**config.mk**
```make
export PLATFORM = sky130hd
export DESIGN_NAME = pulse_width_sensor_frame_decoder
export DESIGN_NICKNAME = d
export VERILOG_FILES = /design/src/design/pwsfd_pkg.sv /design/src/design/pulse_width_sensor_frame_decoder.sv /design/src/design/pwsfd_bit_accum.sv /design/src/design/pwsfd_frame_check.sv
export VERILOG_INCLUDE_DIRS = /design/src /design/src/design
export SDC_FILE = /design/constraint.sdc
export NUM_CORES = 1
export LEC_CHECK = 0
export BUFFER_PORTS_ARGS = -buffer_cell sky130_fd_sc_hd__clkbuf_2
export CAP_MARGIN = 20
export CORE_ASPECT_RATIO = 1.2
export CORE_MARGIN = 4
export CORE_UTILIZATION = 42
export DETAILED_ROUTE_END_ITERATION = 10
export GPL_TIMING_DRIVEN = 0
export PLACE_DENSITY = 0.6
export SLEW_MARGIN = 10
export SYNTH_ARGS = -nofsm -noshare
export SYNTH_HDL_FRONTEND = slang
export SYNTH_SLANG_ARGS = --single-unit
```
**constraint.sdc**
```tcl
create_clock -name clk -period 3.69 [get_ports clk]
set_input_delay 0.1845 -clock clk [delete_from_list [all_inputs] [get_ports clk]]
set_output_delay 0.1845 -clock clk [all_outputs]
set_load 0.03 [all_outputs]
```
**src/design/pulse_width_sensor_frame_decoder_defines.svh**
```systemverilog
// Assertion macros shared by the frame decoder modules.
// Expects a clock named clk and a synchronous active-high reset named rst in scope.
`ifndef PULSE_WIDTH_SENSOR_FRAME_DECODER_DEFINES_SVH
`define PULSE_WIDTH_SENSOR_FRAME_DECODER_DEFINES_SVH

// Same-cycle implication, checked outside reset.
`define PWSFD_ASSERT_IMPLIES(name, ante, cons) \
  name: assert property (@(posedge clk) disable iff (rst) (ante) |-> (cons)) \
    else $error("pwsfd assertion failed");

// Next-cycle implication, checked outside reset.
`define PWSFD_ASSERT_NEXT(name, ante, cons) \
  name: assert property (@(posedge clk) disable iff (rst) (ante) |=> (cons)) \
    else $error("pwsfd assertion failed");

`endif

```
**src/design/pwsfd_pkg.sv**
```systemverilog
// Package for the pulse width sensor frame decoder: widths, limits,
// status codes and the frame handoff struct. No dependencies.
package pwsfd_pkg;

  localparam int DurW    = 15;
  localparam int CountW  = 8;
  localparam int PosW    = 8;
  localparam int FrameW  = 40;
  localparam int ByteW   = 8;
  localparam int TempW   = 12;
  localparam int HumW    = 7;
  localparam int TenthsW = 10;

  localparam logic [PosW-1:0]   MaxSymbols  = 8'd128;
  localparam logic [CountW-1:0] MinFrame    = 8'd41;
  localparam logic [PosW-1:0]   DataBits    = 8'd40;
  localparam logic [DurW-1:0]   ThreshReset = 15'd35;
  localparam logic [ByteW-1:0]  HumMax      = 8'd100;
  localparam logic [TempW-1:0]  TempMax     = 12'd600;

  typedef enum logic [1:0] {
    ST_OK       = 2'd0,
    ST_SHORT    = 2'd1,
    ST_CHECKSUM = 2'd2
  } status_t;

  // Completed capture handed from the bit stage to the check stage.
  typedef struct packed {
    logic [FrameW-1:0] bits;
    logic              short_frame;
  } frame_t;

endpackage

```
**src/design/pulse_width_sensor_frame_decoder.sv**
```systemverilog
// Single-wire sensor frame decoder: takes one captured pulse symbol per item
// on s_axis (one item per cycle sustained while m_axis is not stalled),
// slices it against bit_threshold and builds a 40-bit frame; the item
// carrying tlast closes the capture and yields one result item on m_axis
// through the symbol stage frame register and then the check register. Non-last
// items yield nothing. m_axis stalls back up through both, each one frame deep.
// Depends on pwsfd_pkg, pwsfd_bit_accum, pwsfd_frame_check.
module pulse_width_sensor_frame_decoder (
  input  logic        clk,
  input  logic        rst,
  input  logic        cfg_wr_en,
  input  logic [14:0] cfg_wr_data,    // bit_threshold
  input  logic        s_axis_tvalid,
  output logic        s_axis_tready,
  input  logic [39:0] s_axis_tdata,   // duration_first[14:0], duration_second[29:15],
                                      // frame_symbols[37:30], zero pad[39:38]
  input  logic [0:0]  s_axis_tuser,   // level_first[0]
  input  logic        s_axis_tlast,   // last_symbol
  output logic        m_axis_tvalid,
  input  logic        m_axis_tready,
  output logic [23:0] m_axis_tdata,   // humidity_percent[6:0], humidity_valid[7],
                                      // temperature_tenths[17:8], temperature_valid[18],
                                      // zero pad[23:19]
  output logic [1:0]  m_axis_tuser    // status[1:0]
);

  logic                          frame_valid;
  logic                          frame_ready;
  pwsfd_pkg::frame_t             frame;
  pwsfd_pkg::status_t            status;
  logic [pwsfd_pkg::HumW-1:0]    humidity_percent;
  logic                          humidity_valid;
  logic [pwsfd_pkg::TenthsW-1:0] temperature_tenths;
  logic                          temperature_valid;

  pwsfd_bit_accum u_bit_accum (
    .clk             (clk),
    .rst             (rst),
    .cfg_wr_en       (cfg_wr_en),
    .cfg_wr_data     (cfg_wr_data),
    .in_valid        (s_axis_tvalid),
    .in_ready        (s_axis_tready),
    .level_first     (s_axis_tuser[0]),
    .duration_first  (s_axis_tdata[14:0]),
    .duration_second (s_axis_tdata[29:15]),
    .frame_symbols   (s_axis_tdata[37:30]),
    .last_symbol     (s_axis_tlast),
    .frame_valid     (frame_valid),
    .frame_ready     (frame_ready),
    .frame           (frame)
  );

  pwsfd_frame_check u_frame_check (
    .clk                (clk),
    .rst                (rst),
    .frame_valid        (frame_valid),
    .frame_ready        (frame_ready),
    .frame              (frame),
    .out_valid          (m_axis_tvalid),
    .out_ready          (m_axis_tready),
    .status             (status),
    .humidity_percent   (humidity_percent),
    .humidity_valid     (humidity_valid),
    .temperature_tenths (temperature_tenths),
    .temperature_valid  (temperature_valid)
  );

  assign m_axis_tuser = status;
  assign m_axis_tdata = {5'b00000, temperature_valid, temperature_tenths,
                         humidity_valid, humidity_percent};

endmodule

```
**src/design/pwsfd_bit_accum.sv**
```systemverilog
// Symbol stage: slices each symbol to a bit, shifts it into the frame and
// hands the finished frame on at the last symbol. Depends on pwsfd_pkg.
`include "pulse_width_sensor_frame_decoder_defines.svh"

module pwsfd_bit_accum (
  input  logic                          clk,
  input  logic                          rst,
  input  logic                          cfg_wr_en,
  input  logic [pwsfd_pkg::DurW-1:0]    cfg_wr_data,
  input  logic                          in_valid,
  output logic                          in_ready,
  input  logic                          level_first,
  input  logic [pwsfd_pkg::DurW-1:0]    duration_first,
  input  logic [pwsfd_pkg::DurW-1:0]    duration_second,
  input  logic [pwsfd_pkg::CountW-1:0]  frame_symbols,
  input  logic                          last_symbol,
  output logic                          frame_valid,
  input  logic                          frame_ready,
  output pwsfd_pkg::frame_t             frame
);

  logic [pwsfd_pkg::DurW-1:0]   bit_threshold;
  logic [pwsfd_pkg::PosW-1:0]   symbol_position;
  logic [pwsfd_pkg::FrameW-1:0] frame_bits;
  logic [pwsfd_pkg::FrameW-1:0] frame_bits_next;
  logic [pwsfd_pkg::PosW-1:0]   pos_rel;
  logic [pwsfd_pkg::DurW-1:0]   dur;
  logic                         skip;
  logic                         take;
  logic                         in_accept;

  assign in_ready  = !frame_valid || frame_ready;
  assign in_accept = in_valid && in_ready;

  assign dur     = level_first ? duration_first : duration_second;
  // Long captures open with a header symbol; drop it.
  assign skip    = frame_symbols > pwsfd_pkg::MinFrame;
  assign pos_rel = symbol_position - {{(pwsfd_pkg::PosW-1){1'b0}}, skip};
  assign take    = (symbol_position >= {{(pwsfd_pkg::PosW-1){1'b0}}, skip}) &&
                   (pos_rel < pwsfd_pkg::DataBits);

  always_comb begin
    frame_bits_next = frame_bits;
    if (take) begin
      frame_bits_next = {frame_bits[pwsfd_pkg::FrameW-2:0], (dur >= bit_threshold)};
    end
  end

  always_ff @(posedge clk) begin
    if (rst) begin
      bit_threshold   <= pwsfd_pkg::ThreshReset;
      symbol_position <= '0;
      frame_bits      <= '0;
      frame_valid     <= 1'b0;
    end else begin
      if (cfg_wr_en) begin
        bit_threshold <= cfg_wr_data;
      end
      if (in_accept) begin
        if (last_symbol) begin
          symbol_position <= '0;
          frame_bits      <= '0;
        end else begin
          frame_bits <= frame_bits_next;
          if (symbol_position < pwsfd_pkg::MaxSymbols) begin
            symbol_position <= symbol_position + {{(pwsfd_pkg::PosW-1){1'b0}}, 1'b1};
          end
        end
      end
      if (in_accept && last_symbol) begin
        frame_valid <= 1'b1;
      end else if (frame_ready) begin
        frame_valid <= 1'b0;
      end
    end
  end

  always_ff @(posedge clk) begin
    if (in_accept && last_symbol) begin
      frame.bits        <= frame_bits_next;
      frame.short_frame <= frame_symbols < pwsfd_pkg::MinFrame;
    end
  end

  `PWSFD_ASSERT_NEXT(a_clear_after_last, in_accept && last_symbol,
                     symbol_position == '0 && frame_bits == '0 && frame_valid)
  `PWSFD_ASSERT_IMPLIES(a_pos_bound, 1'b1, symbol_position <= pwsfd_pkg::MaxSymbols)
  `PWSFD_ASSERT_NEXT(a_frame_hold, frame_valid && !frame_ready,
                     frame_valid && $stable(frame))

endmodule

```
**src/design/pwsfd_frame_check.sv**
```systemverilog
// Check stage: verifies the checksum of a finished frame, scales the
// readings and holds the result for the output side. Depends on pwsfd_pkg.
`include "pulse_width_sensor_frame_decoder_defines.svh"

module pwsfd_frame_check (
  input  logic                          clk,
  input  logic                          rst,
  input  logic                          frame_valid,
  output logic                          frame_ready,
  input  pwsfd_pkg::frame_t             frame,
  output logic                          out_valid,
  input  logic                          out_ready,
  output pwsfd_pkg::status_t            status,
  output logic [pwsfd_pkg::HumW-1:0]    humidity_percent,
  output logic                          humidity_valid,
  output logic [pwsfd_pkg::TenthsW-1:0] temperature_tenths,
  output logic                          temperature_valid
);

  logic [pwsfd_pkg::ByteW-1:0] hh, hl, th, tl, ck, sum;
  logic [pwsfd_pkg::TempW-1:0] temp;
  pwsfd_pkg::status_t          status_next;
  logic                        hum_ok, temp_ok;

  assign frame_ready = !out_valid || out_ready;

  assign hh  = frame.bits[39:32];
  assign hl  = frame.bits[31:24];
  assign th  = frame.bits[23:16];
  assign tl  = frame.bits[15:8];
  assign ck  = frame.bits[7:0];
  assign sum = hh + hl + th + tl;
  // th * 10 as two shifts.
  assign temp = {1'b0, th, 3'b000} + {3'b000, th, 1'b0} + {4'b0000, tl};

  always_comb begin
    if (frame.short_frame) begin
      status_next = pwsfd_pkg::ST_SHORT;
    end else if (sum != ck) begin
      status_next = pwsfd_pkg::ST_CHECKSUM;
    end else begin
      status_next = pwsfd_pkg::ST_OK;
    end
  end

  assign hum_ok  = (status_next == pwsfd_pkg::ST_OK) && (hh <= pwsfd_pkg::HumMax);
  assign temp_ok = (status_next == pwsfd_pkg::ST_OK) && (temp <= pwsfd_pkg::TempMax);

  always_ff @(posedge clk) begin
    if (rst) begin
      out_valid <= 1'b0;
    end else if (frame_ready) begin
      out_valid <= frame_valid;
    end
  end

  always_ff @(posedge clk) begin
    if (frame_valid && frame_ready) begin
      status             <= status_next;
      humidity_valid     <= hum_ok;
      humidity_percent   <= hum_ok ? hh[pwsfd_pkg::HumW-1:0] : '0;
      temperature_valid  <= temp_ok;
      temperature_tenths <= temp_ok ? temp[pwsfd_pkg::TenthsW-1:0] : '0;
    end
  end

  `PWSFD_ASSERT_IMPLIES(a_fail_zeroed, out_valid && status != pwsfd_pkg::ST_OK,
                        !humidity_valid && !temperature_valid &&
                        humidity_percent == '0 && temperature_tenths == '0)
  `PWSFD_ASSERT_IMPLIES(a_range, out_valid,
                        humidity_percent <= 7'd100 && temperature_tenths <= 10'd600)

endmodule
```
; Yosys cells after proc, flatten, opt, wreduce, memory -nomap -nowiden
; Cells that the tools add are included.
[classes]
n_addsub = 7
eq_ne = 1
n_reduce_logical = 14
magnitude_cmp = 8
mux = 9
[ops]
columns = operator, count
row1 = two-way mux 40 bit, 2
row2 = adder 8 bit, 3
row3 = "less-than comparator 8 x 6 -> 1 bit, second input constant", 2
row4 = two-way mux 8 bit, 2
row5 = >= comparator 15 bit, 1
row6 = two-way mux 15 bit, 1
row7 = adder 11 x 9 -> 12 bit, 1
row8 = adder 12 x 8 -> 12 bit, 1
row9 = "<= comparator 12 x 10 -> 1 bit, second input constant", 1
row10 = "adder 8 x 1 -> 8 bit, second input constant", 1
row11 = >= comparator 8 x 1 -> 1 bit, 1
row12 = "greater-than comparator 8 x 6 -> 1 bit, second input constant", 1
row13 = "<= comparator 8 x 7 -> 1 bit, second input constant", 1
row14 = "less-than comparator 8 bit, second input constant", 1
row15 = inequality test 8 bit, 1
row16 = subtractor 8 x 1 -> 8 bit, 1
row17 = logical AND 1 bit, 6
row18 = two-way mux 2 bit, 2
row19 = nonzero test 2 bit, 2
row20 = zero test 1 bit, 2
row21 = zero test 2 bit, 1
row22 = logical OR 1 bit, 2
row23 = two-way mux 1 bit, 2
row24 = AND reduction 2 bit, 1
[word_totals]
out_inout_bits = 28
inputBits = 62
wordCells = 51
reg_bits = 127

; Longest topological paths before layout
[depth]
depth_word = 8
depth_mapped = 13

; By module
; A second synthesis with hierarchy kept.
[unflattened]
hier_cells = 558
area_unflattened_um2 = 6712.7
[modules_own_cells]
columns = module, cells_per_inst, instances, area_per_inst_um2, seq_area_each_um2
row1 = pwsfd_bit_accum, 367, 1, 4555.6, 2512.4
row2 = pwsfd_frame_check, 183, 1, 2100.8, 650.6
row3 = pulse_width_sensor_frame_decoder, 8, 1, 56.3, 0.0

; Worst setup path after synthesis
; Ideal clock, no wire load.
[synth_path]
path_kind = reg-to-reg
start = register u_bit_accum.frame[18] (netlist name)
end = register u_frame_check.temperature_tenths[0] (netlist bit) (data pin)
required_ns = 3.508
setup_slack_ns = -0.219
path_stages_with_launch = 14
path_buffers = 1
synth_period_minus_slack_ns = 3.909
t_arrival_ns = 3.727
cell_sequence = edfxtp_1 fa_1 inv_1 fa_1 inv_1 ha_1 fa_1 xnor2_1 nand3_1 nor4_4 nand4bb_4 or4_4 buf_6 nor4b_1
[synth_between]
elab_chain_cells = 7
[synth_lines]
columns = element, line
row1 = "parallel branches: the longest is 6 deep, another holds adder 11 x 9 -> 12 bit", n/a
row2 = logical AND 1 bit *, pwsfd_frame_check.sv:47  ; assign temp_ok = (status_next == pwsfd_pkg::ST_OK) && (temp <= pwsfd_pkg::TempMax);
row3 = end signal: assignment, pwsfd_frame_check.sv:63  ; temperature_tenths <= temp_ok ? temp[pwsfd_pkg::TenthsW-1:0] : '0;
row4 = end: declaration, pwsfd_frame_check.sv:16  ; output logic [pwsfd_pkg::TenthsW-1:0] temperature_tenths,
; Every way passes the cells marked *.
; A chain may end at the register's enable or synchronous reset.

; Final worst setup path
[layout_path]
start = register u_bit_accum.frame[10] (netlist name)
end = register u_frame_check.temperature_tenths[1] (netlist bit) (data pin)
[layout_between]
elab_chain_cells = 6
[layout_lines]
columns = element
row1 = "parallel branches: the longest is 6 deep, another holds adder 12 x 8 -> 12 bit"
; Several ways; the timed one is not identified.

==> flow_summary.ini <==
[status]
outcome = finished with violations
violations = negative setup slack

[sta]
fmax_ghz = 0.2540
min_period_over_period_pct = 106.7
finalHoldViolations = 0
hold_slack_ns = 0.02122
worstMarginPinSlew_ns = 0.7826
fin_setup_tns_ns = -2.345
setup_viol = 16
slew_viol_final = 0
clock_skew_ns = 0.008193
fin_ws_ns = -0.2470
slew_headroom_pct = 47.63
period_needed_ns = 3.937
rsz0062_at_grt = true

[min_path]
min_path_cells = 3
min_to = u_bit_accum.bit_threshold[5]
hold_path.class = input pin to register
hold_start = cfg_wr_data[5]

[die]
die-area_sq_um = 18690
io_pins = 90
coreArea_sq_um = 16270
die_w_um = 125.5
fp-row-count = 51
initial_core_util_pct = 42.73
die_h_um = 148.9

[placement]
gp_congestion = 0.8139
place_area_sq_um = 7692
portBuffers = 78
hpwlAfterDp_um = 11020

[cells_and_area]
multi_input_area_sq_um = 3522
ff_latch_area_sq_um = 3163
nFillCells = 1449
drive_above_1_share_pct = 28.53
antennaDiodeCount = 0
layout.nets = 840
final_area_sq_um = 8397
syn2layout_area_growth_pct = 20.77

[logic_synthesis]
synthDistinctLibCells = 59
synth-edff-count = 62
yosysWarningCount = 0
netlist_area_sq_um = 6953
synth_ff_type = dfxtp_1
ys_ff_latch = 127
syn_inst = 603
ys_async_sr_fraction_pct = 0
syn_area_per_cell_sq_um = 11.53
ys_seq_area_share_pct = 45.49

[worst_setup_path]
cp-start-kind = register
critical_path_class = register to register
crit_path_end_kind = register
worst_r2r_path_depth = 13
r2r-start = u_bit_accum.frame[10]
cp.required_ns = 3.92
cp.arrival_ns = 4.17
regToRegSetupSlack_ns = -0.25
r2r-end = u_frame_check.temperature_tenths[1]
crit_fanout = 10

[job]
max_cap_viol_count = 0

[drt]
ant_nets = 0
drt_wl_total_um = 14080
wl_per_cell_um = 14.86
drt-initial-drc-count = 281
firstDrtPassIters = 4
drc = 0
vias = 4865
via_per_inst = 5.132

[global_route]
grt_pass1_wl_um = 23580
met1_usage_pct = 17.59
antenna_found_initial = 0
use_met2_pct = 28.19
grt_pass1_vias = 4966
grt_start_max_net_pins = 36
grt_use_met3_pct = 3.725
overflow = 0
gr-max-usage-layer = met2
grt_usage_pct = 15.61

[cts]
clkTransAtPathRegs_ns = 0.06
insertion_delay_ns = 0.41
cts_tree = yes
clkSinkCount = 127
cts_max_level = 4
numCtsBuffers = 17
root_buffer = clkbuf_16
cts_buffer_depth = 2

[power_and_ir_drop]
ir_drop_mv = 0.2882
power.density_nw_per_um2 = 403.0
leakage_uw = 0.003550
[cells by family (layout without fill, tap and decap cells)]
family,Yosys count,in the layout,synth area share [%]
AND/OR/NAND/NOR,149,149,10.92
flip-flops,127,127,45.49
AO/OA/AOI/OAI,116,116,11.66
buffers and inverters,73,202,4.985
multiplexers,67,67,12.43
adder cells (fa/ha/maj),55,55,12.06
XOR/XNOR,15,15,2.394
other,1,5,0.05393
[synthesized netlist by cell type (all sizes together), types with 15 or more instances]
cell     n  area share [%]
nor2    71             3.8
dfxtp   65              19
edfxtp  62              27
mux2    53              10
a22oi   40             4.5
inv     38             2.1
ha      35             6.3
a21oi   21             1.5
clkbuf  20             1.1
fa      20             5.8
nand2   17            0.92
buf     15             1.9
[final cells by class]
class                   instances  share of cell area [%]
clock inverters                15                   1.177
clock buffers                  17                   5.066
inverters                      38                   1.699
repair buffers                 97                   6.854
multi-input cells             407                   41.95
well taps                     212                   3.159
flip-flops and latches        127                   37.67
plain buffers                  35                   2.429
[what timing repair did]
action	4_1_cts	5_1_grt
hold endpoints to repair	9	0
pin swaps	0	1
buffers inserted	4	4
gates resized for setup	1	5
hold buffers	9	0
setup endpoints to repair	17	17
[power by group]
part / internal (uW) / switching (uW) / total (uW)
Sequential: 1500 / 17.5 / 1520
Combinational: 181 / 220 / 401
Clock: 848 / 615 / 1460
[state kept, by name, summed over array words and instances, names as in the netlist]
signal and flops:
u_frame_check.out_valid 1, u_bit_accum.frame_valid 1, u_bit_accum.frame_bits 40, u_frame_check.status 2, u_bit_accum.frame 41, u_bit_accum.bit_threshold 15, u_frame_check.humidity_valid 1, u_frame_check.temperature_tenths 10
u_frame_check.humidity_percent 7, u_frame_check.temperature_valid 1, u_bit_accum.symbol_position 8
[layout by cell type (no fill, tap or decap), drive strengths merged, types with 3 or more instances in the layout]
cell type,count
a211o,3
a211oi,5
a21o,10
a21oi,21
a22oi,40
a31oi,4
and2,8
buf,25
clkbuf,115
clkinv,8
clkinvlp,6
conb,5
dfxtp,65
dlygate4sd3,9
edfxtp,62
fa,20
ha,35
inv,39
mux2,53
mux2i,14
nand2,17
nand3,8
nand4,3
nor2,71
nor3,11
nor3b,3
nor4,8
nor4b,7
o21a,3
o21ai,14
o22ai,3
or2,4
xnor2,10
xor2,3
[stage by stage]
step / util, % / setup WS [ns] / instances / power (uW)
floorplan: - / -0.02488 / 607 / 1834
detailed placement: 47.27 / -0.3808 / 899 / 1941
global placement: 47.06 / -0.2826 / 897 / 1926
global route: 51.60 / -0.4049 / 948 / 3538
finish: 51.60 / -0.2470 / 948 / 3384
CTS: 51.26 / -0.2650 / 944 / 3428
[worst max-delay path, cell delays in order (launching register included)]
cell,delay (ns)
edfxtp_1,0.41
fa_1,0.57
inv_2,0.04
fa_1,0.50
inv_1,0.04
ha_2,0.19
fa_1,0.41
nand3_1,0.13
a21oi_1,0.08
o21ai_0,0.35
nand4bb_4,0.14
or4_4,0.45
buf_6,0.17
nor4b_2,0.27
[how the worst max path moves through the flow]
| stage | startpoint | to | slack, ns |
|---|---|---|---|
| 6_report | u_bit_accum.frame[10] | u_frame_check.temperature_tenths[1] | -0.25 |
| 5_1_grt | u_bit_accum.frame[10] | u_frame_check.temperature_tenths[0] | -0.40 |
| 4_1_cts | u_bit_accum.frame[10] | u_frame_check.temperature_tenths[1] | -0.26 |
| 3_5_place_dp | u_bit_accum.frame[18] | u_frame_check.temperature_tenths[1] | -0.38 |
| 3_3_place_gp | u_bit_accum.frame[18] | u_frame_check.temperature_tenths[4] | -0.28 |
| 2_1_floorplan | u_bit_accum.frame[10] | u_frame_check.temperature_tenths[0] | -0.02 |
[per-layer routing]
metal	up-vias	part of all wire (%)	wire, um
met4	0	2.0	277
met1	2296	42	5973
met5	-	0	0
li1	2430	-	-
met2	118	51	7231
met3	21	4.3	602
Note: power is estimated with default switching activity, not from simulation.
